### config.mk
export PLATFORM = sky130hd
export DESIGN_NAME = constant_border_padder
export DESIGN_NICKNAME = d
export VERILOG_FILES = /design/src/cbp_pkg.sv /design/src/constant_border_padder.sv /design/src/cbp_run_calc.sv
export SDC_FILE = /design/constraint.sdc
export NUM_CORES = 1
export LEC_CHECK = 0
export BUFFER_PORTS_ARGS = -buffer_cell sky130_fd_sc_hd__clkbuf_2
export CAP_MARGIN = 5
export CORE_MARGIN = 8
export CORE_UTILIZATION = 48
export CTS_CLUSTER_DIAMETER = 80
export DETAILED_ROUTE_END_ITERATION = 7
export GPL_TIMING_DRIVEN = 0
export PLACE_DENSITY_LB_ADDON = 0.1
export SLEW_MARGIN = 20
export SYNTH_ARGS = -nofsm -noshare
export SYNTH_HDL_FRONTEND = slang
export SYNTH_SLANG_ARGS = --single-unit
### constraint.sdc
create_clock -name i_clk -period 6.66 [get_ports i_clk]
set_input_delay 1.665 -clock i_clk [delete_from_list [all_inputs] [get_ports i_clk]]
set_output_delay 1.665 -clock i_clk [all_outputs]
set_load 0.01 [all_outputs]
### src/cbp_pkg.sv
// ----------------------------------------------------------------------------
// cbp_pkg: shared types and constants of the constant border padder
// Geometry limits, register indexes, the clamped geometry bundle and the
// per-item run lengths handed from the position tracker to the emitter.
// ----------------------------------------------------------------------------
package cbp_pkg;

    localparam int MAX_DIM   = 1024;
    localparam int MAX_PAD   = 15;

    localparam int WORD_W    = 32;
    localparam int DIM_W     = 11;
    localparam int PAD_W     = 4;
    localparam int CNT_W     = 14;
    localparam int POS_W     = $clog2(MAX_DIM);
    // plane height: rows + top + bottom, at most 1024 + 30
    localparam int HGT_W     = 11;
    localparam int CFG_IDX_W = 3;

    // stream packing
    localparam int S_TDATA_W = 32;
    localparam int M_TDATA_W = 48;
    localparam int M_TUSER_W = 2;

    typedef enum logic [CFG_IDX_W-1:0] {
        CFG_IN_ROWS      = 3'd0,
        CFG_IN_COLS      = 3'd1,
        CFG_NUM_CHANNELS = 3'd2,
        CFG_PAD_TOP      = 3'd3,
        CFG_PAD_BOTTOM   = 3'd4,
        CFG_PAD_LEFT     = 3'd5,
        CFG_PAD_RIGHT    = 3'd6,
        CFG_PAD_VALUE    = 3'd7
    } t_cfg_idx;

    typedef enum logic [1:0] {
        PH_LEAD,
        PH_DATA,
        PH_TRAIL
    } t_phase;

    // clamped geometry
    typedef struct packed {
        logic [DIM_W-1:0] rows;
        logic [DIM_W-1:0] cols;
        logic [DIM_W-1:0] chans;
        logic [PAD_W-1:0] pt;
        logic [PAD_W-1:0] pb;
        logic [PAD_W-1:0] pl;
        logic [PAD_W-1:0] pr;
    } t_geom;

    // run lengths of the element at the current position
    typedef struct packed {
        logic [CNT_W-1:0] lead;
        logic [CNT_W-1:0] trail;
        logic             tensor_end;
    } t_runs;

    function automatic logic [DIM_W-1:0] clamp_dim(input logic [DIM_W-1:0] v);
        logic [DIM_W-1:0] r;
        if (v == '0) begin
            r = DIM_W'(1);
        end else if (v > DIM_W'(MAX_DIM)) begin
            r = DIM_W'(MAX_DIM);
        end else begin
            r = v;
        end
        return r;
    endfunction

    function automatic logic [PAD_W-1:0] clamp_pad(input logic [PAD_W-1:0] v);
        logic [PAD_W+1:0] w;
        logic [PAD_W-1:0] r;
        w = (PAD_W+2)'(v);
        if (w > (PAD_W+2)'(MAX_PAD)) begin
            r = PAD_W'(MAX_PAD);
        end else begin
            r = v;
        end
        return r;
    endfunction

endpackage

### src/constant_border_padder.sv
// ----------------------------------------------------------------------------
// constant_border_padder: constant border padding of 2-D channel planes
// Passes column-major tensor elements through and inserts runs of a pad word
// so that each plane gains top, bottom, left and right borders.
// ----------------------------------------------------------------------------
// Usage:
//   s_axis carries one 32-bit element per request, channel after channel,
//   columns outer and rows inner. m_axis carries results: a pad run (pad word
//   plus repeat count) or one data word with count 1. An element on row 0
//   gives a leading pad run first, one on the last row a trailing run after, if not empty.
//   Geometry and pad word are written through the cfg port while idle.
// Timing:
//   an accepted element is held in the item register, each result of it is
//   registered in the output register; it causes 1 to 3 results. The single
//   item register takes the next element as the last result leaves, so
//   interior elements stream at one per cycle while m_axis_tready is high.
// Reset:
//   synchronous, active low; clears positions, empties both stages and loads
//   the geometry with 1x1x1 planes, no padding and pad word zero.
// Stall:
//   while m_axis_tready is low the output register holds, the item register
//   fills and s_axis_tready drops; nothing is lost or repeated.
// ----------------------------------------------------------------------------
module constant_border_padder (
    input  logic                           i_clk,
    input  logic                           i_rst_n,
    // config write port
    input  logic                           i_cfg_we,
    input  logic [cbp_pkg::CFG_IDX_W-1:0]  i_cfg_idx,
    input  logic [cbp_pkg::WORD_W-1:0]     i_cfg_data,
    // element input
    input  logic                           s_axis_tvalid,
    output logic                           s_axis_tready,
    input  logic [cbp_pkg::S_TDATA_W-1:0]  s_axis_tdata,   // [31:0] elem_word
    // result output
    output logic                           m_axis_tvalid,
    input  logic                           m_axis_tready,
    output logic [cbp_pkg::M_TDATA_W-1:0]  m_axis_tdata,   // [31:0] out_word,
                                                            // [45:32] repeat_count,
                                                            // [47:46] zero
    output logic [cbp_pkg::M_TUSER_W-1:0]  m_axis_tuser,   // [0] is_pad,
                                                            // [1] last_of_item
    output logic                           m_axis_tlast    // last_of_tensor
);
    import cbp_pkg::*;

    // configuration
    logic [DIM_W-1:0]  r_in_rows, r_in_cols, r_num_channels;
    logic [PAD_W-1:0]  r_pad_top, r_pad_bottom, r_pad_left, r_pad_right;
    logic [WORD_W-1:0] r_pad_value;
    t_geom             w_geom;

    // item stage
    logic              r_a_valid;
    t_phase            r_a_phase;
    logic [WORD_W-1:0] r_a_word;
    t_runs             r_a_runs;

    // output stage
    logic              r_o_valid;
    logic [WORD_W-1:0] r_o_word;
    logic [CNT_W-1:0]  r_o_count;
    logic              r_o_pad, r_o_lit, r_o_lot;

    logic              n_o_pad, n_o_lit, n_o_lot;
    logic [WORD_W-1:0] n_o_word;
    logic [CNT_W-1:0]  n_o_count;
    t_phase            n_a_phase;

    logic              w_emit, w_a_done, w_in_acc;
    t_runs             w_runs;

    always_ff @(posedge i_clk) begin
        if (!i_rst_n) begin
            r_in_rows      <= DIM_W'(1);
            r_in_cols      <= DIM_W'(1);
            r_num_channels <= DIM_W'(1);
            r_pad_top      <= '0;
            r_pad_bottom   <= '0;
            r_pad_left     <= '0;
            r_pad_right    <= '0;
            r_pad_value    <= '0;
        end else if (i_cfg_we) begin
            case (t_cfg_idx'(i_cfg_idx))
                CFG_IN_ROWS:      r_in_rows      <= i_cfg_data[DIM_W-1:0];
                CFG_IN_COLS:      r_in_cols      <= i_cfg_data[DIM_W-1:0];
                CFG_NUM_CHANNELS: r_num_channels <= i_cfg_data[DIM_W-1:0];
                CFG_PAD_TOP:      r_pad_top      <= i_cfg_data[PAD_W-1:0];
                CFG_PAD_BOTTOM:   r_pad_bottom   <= i_cfg_data[PAD_W-1:0];
                CFG_PAD_LEFT:     r_pad_left     <= i_cfg_data[PAD_W-1:0];
                CFG_PAD_RIGHT:    r_pad_right    <= i_cfg_data[PAD_W-1:0];
                CFG_PAD_VALUE:    r_pad_value    <= i_cfg_data;
                default: ;
            endcase
        end
    end

    assign w_geom.rows  = clamp_dim(r_in_rows);
    assign w_geom.cols  = clamp_dim(r_in_cols);
    assign w_geom.chans = clamp_dim(r_num_channels);
    assign w_geom.pt    = clamp_pad(r_pad_top);
    assign w_geom.pb    = clamp_pad(r_pad_bottom);
    assign w_geom.pl    = clamp_pad(r_pad_left);
    assign w_geom.pr    = clamp_pad(r_pad_right);

    cbp_run_calc u_run_calc (
        .i_clk     (i_clk),
        .i_rst_n   (i_rst_n),
        .i_geom    (w_geom),
        .i_advance (w_in_acc),
        .o_runs    (w_runs)
    );

    // pick the next result of the held item
    always_comb begin
        n_o_word  = r_pad_value;
        n_o_count = r_a_runs.lead;
        n_o_pad   = 1'b1;
        n_o_lit   = 1'b0;
        n_o_lot   = 1'b0;
        n_a_phase = PH_DATA;
        w_a_done  = 1'b0;
        case (r_a_phase)
            PH_LEAD: begin
                n_a_phase = PH_DATA;
            end
            PH_DATA: begin
                n_o_word  = r_a_word;
                n_o_count = CNT_W'(1);
                n_o_pad   = 1'b0;
                n_o_lit   = (r_a_runs.trail == '0);
                n_o_lot   = (r_a_runs.trail == '0) && r_a_runs.tensor_end;
                n_a_phase = PH_TRAIL;
                w_a_done  = (r_a_runs.trail == '0);
            end
            PH_TRAIL: begin
                n_o_count = r_a_runs.trail;
                n_o_lit   = 1'b1;
                n_o_lot   = r_a_runs.tensor_end;
                w_a_done  = 1'b1;
            end
            default: begin
                w_a_done  = 1'b1;
            end
        endcase
    end

    assign w_emit        = r_a_valid && (!r_o_valid || m_axis_tready);
    assign s_axis_tready = !r_a_valid || (w_emit && w_a_done);
    assign w_in_acc      = s_axis_tvalid && s_axis_tready;

    always_ff @(posedge i_clk) begin
        if (!i_rst_n) begin
            r_a_valid <= 1'b0;
            r_a_phase <= PH_DATA;
        end else if (w_in_acc) begin
            r_a_valid <= 1'b1;
            r_a_phase <= (w_runs.lead != '0) ? PH_LEAD : PH_DATA;
        end else if (w_emit) begin
            if (w_a_done) begin
                r_a_valid <= 1'b0;
            end else begin
                r_a_phase <= n_a_phase;
            end
        end
    end

    always_ff @(posedge i_clk) begin
        if (w_in_acc) begin
            r_a_word <= s_axis_tdata[WORD_W-1:0];
            r_a_runs <= w_runs;
        end
    end

    always_ff @(posedge i_clk) begin
        if (!i_rst_n) begin
            r_o_valid <= 1'b0;
        end else if (w_emit) begin
            r_o_valid <= 1'b1;
        end else if (m_axis_tready) begin
            r_o_valid <= 1'b0;
        end
    end

    always_ff @(posedge i_clk) begin
        if (w_emit) begin
            r_o_word  <= n_o_word;
            r_o_count <= n_o_count;
            r_o_pad   <= n_o_pad;
            r_o_lit   <= n_o_lit;
            r_o_lot   <= n_o_lot;
        end
    end

    assign m_axis_tvalid = r_o_valid;
    assign m_axis_tdata  = {(M_TDATA_W-WORD_W-CNT_W)'(0), r_o_count, r_o_word};
    assign m_axis_tuser  = {r_o_lit, r_o_pad};
    assign m_axis_tlast  = r_o_lot;

    // an accepted element is always held in the item stage in the next cycle
    a_accept_holds: assert property (@(posedge i_clk) disable iff (!i_rst_n)
        w_in_acc |=> r_a_valid)
        else $error("accepted element not held in item stage");

    // runs of zero length never leave the block
    a_no_empty_run: assert property (@(posedge i_clk) disable iff (!i_rst_n)
        r_o_valid |-> (r_o_count != '0))
        else $error("zero-length run emitted");

    // a data word always covers exactly one position
    a_data_single: assert property (@(posedge i_clk) disable iff (!i_rst_n)
        (r_o_valid && !r_o_pad) |-> (r_o_count == CNT_W'(1)))
        else $error("data word with repeat count other than one");

    // end of tensor only on the final result of an element
    a_tensor_end_last: assert property (@(posedge i_clk) disable iff (!i_rst_n)
        (r_o_valid && r_o_lot) |-> r_o_lit)
        else $error("end of tensor on a non-final result");

    // a leading run is never followed by another leading run of the same item
    a_lead_then_data: assert property (@(posedge i_clk) disable iff (!i_rst_n)
        (w_emit && r_a_phase == PH_LEAD) |=> (r_a_valid && r_a_phase == PH_DATA))
        else $error("leading run not followed by its data word");

endmodule

### src/cbp_run_calc.sv
// ----------------------------------------------------------------------------
// cbp_run_calc: position tracker and border run lengths
// Keeps row, column and channel of the next element and works out the
// leading and trailing pad runs and the end-of-tensor mark for it.
// ----------------------------------------------------------------------------
module cbp_run_calc (
    input  logic           i_clk,
    input  logic           i_rst_n,
    input  cbp_pkg::t_geom i_geom,
    input  logic           i_advance,
    output cbp_pkg::t_runs o_runs
);
    import cbp_pkg::*;

    logic [POS_W-1:0] r_row_pos, r_col_pos, r_chan_pos;

    logic             w_first_row, w_first_col;
    logic             w_last_row, w_last_col, w_last_chan;
    logic [HGT_W-1:0] w_height;
    logic [CNT_W-1:0] w_side_l, w_side_r;

    assign w_first_row = (r_row_pos == '0);
    assign w_first_col = (r_col_pos == '0);
    // a position at or beyond the last index counts as the last one
    assign w_last_row  = (DIM_W'(r_row_pos) + DIM_W'(1)) >= i_geom.rows;
    assign w_last_col  = (DIM_W'(r_col_pos) + DIM_W'(1)) >= i_geom.cols;
    assign w_last_chan = (DIM_W'(r_chan_pos) + DIM_W'(1)) >= i_geom.chans;

    assign w_height = HGT_W'(i_geom.rows) + HGT_W'(i_geom.pt) + HGT_W'(i_geom.pb);
    assign w_side_l = CNT_W'(i_geom.pl) * CNT_W'(w_height);
    assign w_side_r = CNT_W'(i_geom.pr) * CNT_W'(w_height);

    always_comb begin
        o_runs.lead  = '0;
        o_runs.trail = '0;
        if (w_first_row) begin
            o_runs.lead = CNT_W'(i_geom.pt) + (w_first_col ? w_side_l : '0);
        end
        if (w_last_row) begin
            o_runs.trail = CNT_W'(i_geom.pb) + (w_last_col ? w_side_r : '0);
        end
        o_runs.tensor_end = w_last_row && w_last_col && w_last_chan;
    end

    always_ff @(posedge i_clk) begin
        if (!i_rst_n) begin
            r_row_pos  <= '0;
            r_col_pos  <= '0;
            r_chan_pos <= '0;
        end else if (i_advance) begin
            if (!w_last_row) begin
                r_row_pos <= r_row_pos + POS_W'(1);
            end else begin
                r_row_pos <= '0;
                if (!w_last_col) begin
                    r_col_pos <= r_col_pos + POS_W'(1);
                end else begin
                    r_col_pos <= '0;
                    if (!w_last_chan) begin
                        r_chan_pos <= r_chan_pos + POS_W'(1);
                    end else begin
                        r_chan_pos <= '0;
                    end
                end
            end
        end
    end

endmodule
==> impl_metrics.csv, run 1 <==
group,metric,value,unit
worst_setup_path,crit_buf_inv,6,
synthesis,yosys_warnings,0,
synthesis,synthFlopType,"dfxtp_1",
synthesis,ys_types,74,
final_layout,final_net_count,1792,
worst_setup_path,crit_arrival,6910,ps
synthesis,synth_area,13670,sq um
worst_setup_path,crit_slowest_cell,"or4_4",
worst_setup_path,cp_top_family,"simple AND/OR/NAND/NOR gates",
final_layout,nFillCells,2531,
sta,worst_pin_slew,914.3,ps
sta,fin_crit,6477,ps
worst_setup_path,worstSetupPathType,"flip-flop to flip-flop",
global_route,antenna_found_initial,1,
global_route,grt_start_max_net_pins,51,
job,max-cap-violations,0,
global_route,overflow,0,
final_layout,layout-drive-gt1-share,17.03,%
clock_network,cts_max_level,1,
floorplan,die_w,184.8,um
placed_design,dp_hpwl,24470,um
route,via_per_inst,5.164,
sta,max_freq,154.4,MHz
synthesis,synth.top_cell.area_share,24.16,%
global_route,track_usage,19.05,%
worst_setup_path,max_stage_delay,540,ps
synthesis,synth_seq_cells,225,
floorplan,core.rowCount,61,
floorplan,ios,125,
final_layout,finalNonFillerCells,1987,
clock_network,clkSinkCount,225,
synthesis,synth.area.top_cells,"edfxtp_1, dfxtp_1, ha_1",
worst_setup_path,crit_required,7090,ps
route,routedWlPerCell,16.45,um
route,via_count,10260,
final_layout,syn_to_final_growth,16.88,%
placed_design,routabilityCongestion,0.8771,
synthesis,yosys.cell_count.top_type,"nand2_1",
sta,skew,18.69,ps
synthesis,synthArstFlopShare,0,%
worst_setup_path,worst_path_most_repeated_cell,"inv_1",
clock_network,clk_pin_slew,60,ps
route,drt_iter0_drc,509,
sta,finalSetupViolations,0,
placed_design,portBuffers,117,
floorplan,initial_core_util,48.94,%
worst_setup_path,start_kind,"flip-flop",
status,status,"finished clean",
clock_network,cts_buffers,25,
floorplan,core_region_area,27930,sq um
route,drcViolationCount,0,
synthesis,yosysSeqAreaShare,41.00,%
worst_setup_path,critical_path.max_fanout,5,
clock_network,clockBufferDepth,3,
worst_setup_path,critPathCaptureType,"flip-flop",
sta,drv_slew,0,
synthesis,syn_avg_cell_area,9.600,sq um
floorplan,die_y,184.8,um
global_route,grt_pass1_wl,52440,um
power_and_ir_drop,power_leakage,6.839,nW
power_and_ir_drop,vdd_drop_max,0.1787,mV
route,ant_nets,0,
final_layout,insertedDiodeCount,0,
route,firstDrtPassIters,6,
sta,post-route-period-util,97.26,%
clock_network,cts_tree,"yes",
synthesis,yosysTopAreaCell,"edfxtp_1",
synthesis,synthCells,1424,
route,routed_wl,32680,um
placed_design,dp.cells,1921,
synthesis,synth_edf_count,110,
sta,slew_headroom,38.58,%
clock_network,cts_hold_buf,0,
power_and_ir_drop,power-per-cell-area,213.7,nW/um^2
clock_network,clk_latency,530,ps
global_route,grt_pass1_vias,10160,
sta,finalHoldViolCount,0,
clock_network,clockRootBuffer,"clkbuf_16",
sta,whs,462.0,ps
synthesis,ys_top_cells_by_count,"nand2_1, dfxtp_1, edfxtp_1",
floorplan,floorplan.die_area,34140,sq um
min_path,hold_class,"flip-flop to flip-flop",
placed_design,place_area,14760,sq um
final_layout,fin_area,15980,sq um
routing by layer:
| layer | vias to the layer above | wire length, um | global-route usage [%] |
|---|---|---|---|
| met5 | - | 0 | 0 |
| met4 | 0 | 786 | 5.058 |
| met3 | 53 | 1727 | 2.638 |
| li1 | 5163 | - | - |
| met1 | 4821 | 15290 | 25.70 |
| met2 | 224 | 14890 | 31.68 |
sequential cells by signal (all words and copies together) (netlist names):
register,cells
r_o_count,14
u_run_calc.r_col_pos,10
r_pad_top,4
r_a_phase,2
r_o_lit,1
r_pad_bottom,4
r_o_word,32
r_a_runs,29
m_axis_tvalid,1
m_axis_tlast,1
r_a_word,32
r_in_cols,11
r_pad_value,32
r_pad_left,4
r_pad_right,4
r_in_rows,11
r_a_valid,1
r_o_pad,1
u_run_calc.r_row_pos,10
r_num_channels,11
u_run_calc.r_chan_pos,10
through the flow:
stage	setup TNS (ps)	total power, mW	utilization [%]	worst slack (ps)
2_1_floorplan	0	1.860	-	595.2
3_3_place_gp	-1918	2.018	52.74	-666.6
3_5_place_dp	-2170	2.020	52.84	-714.7
4_1_cts	-14.59	3.440	56.28	-14.59
5_1_grt	-122.1	3.555	57.20	-69.44
6_report	0	3.415	57.20	182.7
area by class of cell:
cell class | count | area (sq um) | share of cell area, %
Timing Repair Buffer | 139 | 763.2 | 4.777
Tap cell | 378 | 473.0 | 2.960
Clock inverter | 18 | 207.7 | 1.300
Inverter | 108 | 409.1 | 2.561
Sequential cell | 225 | 5614 | 35.14
Clock buffer | 28 | 646.9 | 4.049
Multi-Input combinational cell | 1037 | 7631 | 47.76
Buffer | 54 | 232.7 | 1.457
tightest hold or removal path, stage by stage, from the launching register on:
cell	delay, ps
dfxtp_1	300
nand2_1	40
a21boi_0	60
what timing repair did:
item | CTS | global route
resized for setup | 11 | 31
setup buffers | 7 | 14
endpoints found under the setup margin | 7 | 7
pin swaps | 9 | 13
layout by cell type (no fill, tap or decap), types with 5 or more instances in the layout:
master and instances:
a21boi_0 68, o22ai_1 6, xor2_1 36, o21ai_0 34, nand3_1 20, nand4_1 8, fa_1 41, nor3_1 21
nand2_1 249, nand3b_1 15, clkbuf_16 25, clkbuf_1 47, inv_1 103, a21boi_1 5, a21oi_1 27, nor2_1 84
nand2b_1 15, buf_4 26, and3_1 22, and2_1 44, clkbuf_2 117, a21o_1 22, clkinv_1 7, clkinv_2 5
dfxtp_1 110, nor4_1 11, edfxtp_1 110, a211oi_1 6, nor2b_1 41, mux2i_1 17, ha_1 82, mux2_2 32
o21a_1 6, xnor2_1 32, nor3b_1 5
cell families after synthesis:
group | Yosys count | share of synthesized area, %
flip-flops | 225 | 41.00
buffers and inverters | 163 | 4.668
XOR/XNOR | 77 | 5.226
multiplexers | 49 | 3.881
AO/OA/AOI/OAI | 212 | 10.83
AND/OR/NAND/NOR | 567 | 20.11
adder cells (fa/ha/maj) | 130 | 14.26
other | 1 | 0.02743
power breakdown:
group	leakage (nW)	switching [mW]	total, mW	internal (mW)
logic	4.42	0.264	0.427	0.163
registers	2.00	0.0313	1.57	1.54
clock network	0.416	0.558	1.42	0.858
path summary, 6_finish.rpt:
| path | cells past startpoint | start | endpoint | slack [ps] |
|---|---|---|---|---|
| setup / recovery | 29 | r_in_rows[4]$_SDFFE_PN0P_ | r_a_phase[0]$_SDFFE_PN1P_ | 180 |
| hold / removal | 2 | r_pad_value[0]$_SDFFE_PN0P_ | r_pad_value[0]$_SDFFE_PN0P_ | 460 |
| setup reg to reg | 29 | r_in_rows[4]$_SDFFE_PN0P_ | r_a_phase[0]$_SDFFE_PN1P_ | 180 |
| hold reg to reg | 2 | r_pad_value[0]$_SDFFE_PN0P_ | r_pad_value[0]$_SDFFE_PN0P_ | 460 |
(Power assumes the default switching activity.)
==> run 2: changes to the inputs <==
CTS_BUF_LIST = sky130_fd_sc_hd__clkbuf_8   (was unset)
==> run 2 against run 1 <==
- first-iteration DRC count is 6.1% lower
- core utilization increased by 1.1 points
- sequential cell count stayed put
- via count is 1.9% higher
- register-to-register slack worse by 120 ps
- global-route usage up 0.44 points
- clock-buffer cell count up 17
- non-clock buffer count up 20
- sequential share of layout area down 0.67 points
- fmax fell by 1.9%
- clock power is 3% lower
- largest cell class unchanged
==> impl_metrics.csv, run 2 (synthesized netlist as in run 1, its figures left out) <==
group,metric,value,unit
placed_design,routabilityCongestion,0.8771,
sta,worst_pin_slew,974.7,ps
route,ant_nets,0,
final_layout,final_common_cell,"nand2_1",
placed_design,dp.cells,1921,
clock_network,clk_latency,550,ps
sta,fin_ws,59.23,ps
route,firstDrtPassIters,5,
placed_design,dp_hpwl,24470,um
global_route,grt_pass1_vias,10440,
route,routed_wl,33490,um
global_route,grt_start_max_net_pins,51,
power_and_ir_drop,p_clk_share,40.7,%
power_and_ir_drop,power_leakage,7.031,nW
final_layout,syn_to_final_growth,19.14,%
sta,rsz0062_at_grt,"true",
power_and_ir_drop,p_int,2.495,mW
worst_setup_path,critPathCaptureType,"flip-flop",
sta,finalHoldViolCount,0,
worst_setup_path,critical_path.max_fanout,5,
sta,post-route-period-util,99.11,%
sta,finalSetupViolations,0,
worst_setup_path,crit_slowest_cell,"or4_4",
job,max-cap-violations,0,
route,drcViolationCount,0,
worst_setup_path,max_stage_delay,530,ps
worst_setup_path,crit_required,7090,ps
power_and_ir_drop,combinationalPowerShare,12.9,%
worst_setup_path,start_kind,"flip-flop",
power_and_ir_drop,p_sw_share,26.24,%
clock_network,clockRootBuffer,"clkbuf_8",
route,via_count,10450,
floorplan,core.rowCount,61,
sta,drv_slew,0,
clock_network,cts_tree,"yes",
global_route,track_usage,19.49,%
clock_network,clkSinkCount,225,
sta,slew_headroom,34.52,%
sta,max_freq,151.5,MHz
worst_setup_path,crit_arrival,7030,ps
final_layout,final_net_count,1827,
global_route,overflow,0,
clock_network,cts_max_level,2,
final_layout,nFillCells,2525,
global_route,grt_pass1_wl,53420,um
status,status,"finished clean",
floorplan,core_region_area,27930,sq um
power_and_ir_drop,p_sw,0.8877,mW
power_and_ir_drop,power_frac_seq,46.5,%
power_and_ir_drop,power,3.383,mW
floorplan,floorplan.die_area,34140,sq um
final_layout,reg_top3,"r_a_word (32), r_o_word (32), r_pad_value (32)",
sta,skew,22.35,ps
clock_network,clockBufferDepth,3,
sta,whs,461.2,ps
worst_setup_path,worstSetupPathType,"flip-flop to flip-flop",
global_route,antenna_found_initial,0,
power_and_ir_drop,vdd_drop_max,0.1260,mV
clock_network,cts_buffers,40,
floorplan,die_y,184.8,um
final_layout,finalNonFillerCells,2032,
final_layout,final_cell_mix,"nand2_1, clkbuf_2, dfxtp_1",
floorplan,die_w,184.8,um
clock_network,clk_pin_slew,60,ps
worst_setup_path,cp_top_family,"simple AND/OR/NAND/NOR gates",
final_layout,layout-drive-gt1-share,20.56,%
worst_setup_path,worst_path_most_repeated_cell,"inv_2",
final_layout,insertedDiodeCount,0,
route,via_per_inst,5.143,
worst_setup_path,crit_buf_inv,6,
placed_design,dp_slack,-714.7,ps
route,routedWlPerCell,16.48,um
floorplan,ios,125,
min_path,hold_class,"flip-flop to flip-flop",
placed_design,portBuffers,117,
sta,fin_crit,6601,ps
final_layout,utilization,58.30,%
power_and_ir_drop,power-per-cell-area,207.7,nW/um^2
route,drt_iter0_drc,478,
floorplan,initial_core_util,48.94,%
-- run 2: layout make-up --
| type | count | area, sq um | share of cell area, % |
|---|---|---|---|
| Sequential cell | 225 | 5613 | 34.46 |
| Timing Repair Buffer | 159 | 924.6 | 5.677 |
| Clock buffer | 45 | 619.3 | 3.803 |
| Clock inverter | 26 | 239.0 | 1.467 |
| Tap cell | 378 | 473.0 | 2.904 |
| Inverter | 108 | 409.1 | 2.512 |
| Buffer | 54 | 232.7 | 1.429 |
| Multi-Input combinational cell | 1037 | 7776 | 47.75 |
-- run 2: worst paths after layout --
kind,from,endpoint,slack (ps),cells after the start
max,r_in_rows[5]$_SDFFE_PN0P_,r_a_phase[0]$_SDFFE_PN1P_,60,29
min reg2reg,r_pad_value[20]$_SDFFE_PN0P_,r_pad_value[20]$_SDFFE_PN0P_,460,2
max reg2reg,r_in_rows[5]$_SDFFE_PN0P_,r_a_phase[0]$_SDFFE_PN1P_,60,29
min,r_pad_value[20]$_SDFFE_PN0P_,r_pad_value[20]$_SDFFE_PN0P_,460,2
-- run 2: power groups by stage --
stage	combinational (mW)	sequential [mW]	clock, mW
global placement	0.412	1.61	0
global route	0.478	1.58	1.48
floorplan	0.251	1.61	0
CTS	0.428	1.57	1.42
detailed placement	0.419	1.60	0
finish	0.435	1.57	1.38
-- run 2: routing by layer --
layer	up-vias	track usage, %	routed length (um)	part of all wire, %
li1	5247	-	-	-
met1	4918	25.62	15410	46
met2	226	32.30	15270	46
met3	60	3.544	2017	6.0
met4	0	5.826	797	2.4
met5	-	0	0	0
-- run 2: tightest hold or removal path, delay by kind of cell, from the launching register on --
kind | cells | cell delay, ps
and+or+nand+nor | 1 | 40
AOI/OAI and AO/OA | 1 | 60
DFF | 1 | 310
-- run 2: what timing repair did --
item | in CTS | in global routing
pin swaps | 11 | 31
buffers inserted | 22 | 19
resized for setup | 13 | 62
hold buffers | 0 | 0
endpoints found under the setup margin | 7 | 10
-- run 2: per-stage QoR --
stage / TNS, ps / cell area, sq um
floorplan: 0 / 13670
global placement: -1918 / 14730
detailed placement: -2170 / 14760
CTS: 0 / 15850
global route: -431.2 / 16290
finish: 0 / 16290
==> run 3: changes to the inputs <==
clock period = 5.35 ns   (was 6.66 ns; I/O delays follow)
==> run 3 against run 2 <==
- worst setup slack worse by 990 ps
- the run now ends with negative setup slack left
- sequential share of layout area is 0.96 points lower
- critical path depth is 2 higher
- routed wire length is 2.4% higher
- sequential cell count stayed put
==> impl_metrics.csv, run 3 (synthesized netlist as in run 1, its figures left out) <==
group,metric,value,unit
status,status,"finished with violations",
status,violations,"negative setup slack",
sta,skew,29.45,ps
worst_setup_path,ff2ff_setup_slack,-930,ps
worst_setup_path,crit_arrival,6730,ps
final_layout,reg_top3,"r_a_word (32), r_o_word (32), r_pad_value (32)",
worst_setup_path,critical_path.max_fanout,3,
sta,drv_slew,0,
route,top_layer_used,"met4",
clock_network,clockBufferDepth,3,
sta,rsz0062_at_grt,"true",
worst_setup_path,max_stage_delay,540,ps
placed_design,portBuffers,117,
sta,finalHoldViolCount,0,
worst_setup_path,ff2ff_path_depth,31,
worst_setup_path,cp.depth,31,
clock_network,clk_latency,540,ps
route,wl_met1,16070,um
min_path,hold_class,"flip-flop to flip-flop",
worst_setup_path,crit_slowest_cell,"or4_4",
final_layout,final_cell_mix,"nand2_1, clkbuf_2, inv_1",
worst_setup_path,crit_required,5800,ps
floorplan,ios,125,
sta,tns,-9143,ps
sta,max_freq,159.3,MHz
route,dr_wl_met3,1767,um
route,drt_iter0_drc,522,
route,drcViolationCount,0,
final_layout,insertedDiodeCount,0,
sta,fin_crit,6276,ps
global_route,overflow,0,
sta,post-route-period-util,117.3,%
power_and_ir_drop,power,4.064,mW
floorplan,die_y,184.8,um
clock_network,clockRootBuffer,"clkbuf_8",
final_layout,syn_to_final_growth,22.67,%
route,via_count,10550,
global_route,grt_pass1_wl,54080,um
power_and_ir_drop,vdd_drop_max,0.2044,mV
route,routed_wl,34280,um
clock_network,cts_max_level,2,
route,ant_nets,0,
route,routedWlPerCell,16.71,um
worst_setup_path,start_kind,"flip-flop",
placed_design,dp_hpwl,24680,um
route,via_per_inst,5.141,
global_route,grt_start_max_net_pins,51,
worst_setup_path,worstReg2RegStart,"r_in_rows[5]$_SDFFE_PN0P_",
sta,worst_pin_slew,881.9,ps
min_path,holdPathEnd,"r_pad_value[9]$_SDFFE_PN0P_",
power_and_ir_drop,power-per-cell-area,242.4,nW/um^2
final_layout,final_net_count,1846,
sta,finalSetupViolations,16,
clock_network,clk_pin_slew,60,ps
floorplan,core_region_area,27930,sq um
worst_setup_path,cp_top_family,"adder cells",
route,firstDrtPassIters,5,
floorplan,die_w,184.8,um
worst_setup_path,worst_path_most_repeated_cell,"inv_2",
floorplan,initial_core_util,48.94,%
sta,slew_headroom,40.76,%
clock_network,cts_hold_buf,0,
sta,fin_ws,-926.0,ps
job,max-cap-violations,0,
worst_setup_path,worstSetupPathType,"flip-flop to flip-flop",
final_layout,layout-drive-gt1-share,23.89,%
placed_design,routabilityCongestion,0.8776,
clock_network,cts_tree,"yes",
floorplan,core.rowCount,61,
global_route,grt_pass1_vias,10420,
worst_setup_path,critPathCaptureType,"flip-flop",
final_layout,nFillCells,2411,
route,wl_met2,15830,um
worst_setup_path,crit_buf_inv,8,
global_route,antenna_found_initial,0,
global_route,track_usage,19.83,%
power_and_ir_drop,power_leakage,7.201,nW
floorplan,floorplan.die_area,34140,sq um
clock_network,cts_buffers,39,
min_path,min_delay_path_depth,2,
final_layout,final_common_cell,"nand2_1",
min_path,hp-start,"r_pad_value[9]$_SDFFE_PN0P_",
clock_network,clkSinkCount,225,
final_layout,utilization,60.03,%
worst_setup_path,timing.rr.end,"r_a_phase[0]$_SDFFE_PN1P_",
[run 3: cell types whose count changed in the layout (fill, tap and decap cells not counted), sizes merged]
cell      before  now
bufinv         4    2
clkinvlp       1    2
clkinv        11    6
buf           50   69
inv          118  125
[run 3: repair_timing]
action                     in CTS  in global routing
setup endpoints to repair      20                 20
pin swaps                      27                 40
resized for setup              57                 70
setup buffers                  41                 19
[run 3: worst max path at each step]
stage,startpoint,endpoint,slack (ps)
floorplan,r_in_rows[4]$_SDFFE_PN0P_,r_a_phase[0]$_SDFFE_PN1P_,-490
finish,r_in_rows[5]$_SDFFE_PN0P_,r_a_phase[0]$_SDFFE_PN1P_,-930
detailed placement,r_in_rows[9]$_SDFFE_PN0P_,r_a_runs[14]$_SDFFCE_PN0P_,-1420
global route,r_in_rows[3]$_SDFFE_PN0P_,r_a_phase[0]$_SDFFE_PN1P_,-1220
global placement,r_in_rows[9]$_SDFFE_PN0P_,r_a_runs[14]$_SDFFCE_PN0P_,-1370
CTS,r_in_rows[5]$_SDFFE_PN0P_,r_a_phase[0]$_SDFFE_PN1P_,-780
[run 3: stage by stage]
stage / worst slack [ps] / hold slack, ps / area (sq um) / instances
floorplan: -486.7 / 441.0 / 13770 / 1425
finish: -926.0 / 465.3 / 16770 / 2052
detailed placement: -1419 / 456.4 / 14860 / 1921
CTS: -776.6 / 465.2 / 16270 / 2033
global route: -1222 / 485.8 / 16770 / 2052
global placement: -1368 / 450.4 / 14830 / 1920
[run 3: area by class of cell]
type / instances / area [sq um] / area share, %
clock inverter: 27 / 173.9 / 1.037
buffer: 55 / 240.2 / 1.433
sequential: 225 / 5619 / 33.51
clock buffer: 44 / 605.6 / 3.611
timing repair buffer: 178 / 1105 / 6.588
multi-input combinational: 1037 / 8148 / 48.59
tap: 378 / 473.0 / 2.820
inverter: 108 / 405.4 / 2.417
[run 3: metal layers]
metal | up-vias | track usage [%]
li1 | 5272 | -
met1 | 5028 | 26.71
met2 | 200 | 32.65
met3 | 49 | 3.229
met4 | 0 | 5.282
met5 | - | 0
[run 3: worst min-delay path: stages (launching register included)]
cell	delay, ps
dfxtp_1	300
nand2_1	50
a21boi_0	60
[run 3: where the power goes]
| part | switching, mW | total [mW] | internal (mW) |
|---|---|---|---|
| Clock | 0.701 | 1.56 | 0.855 |
| Sequential | 0.0373 | 1.96 | 1.92 |
| Combinational | 0.340 | 0.553 | 0.213 |
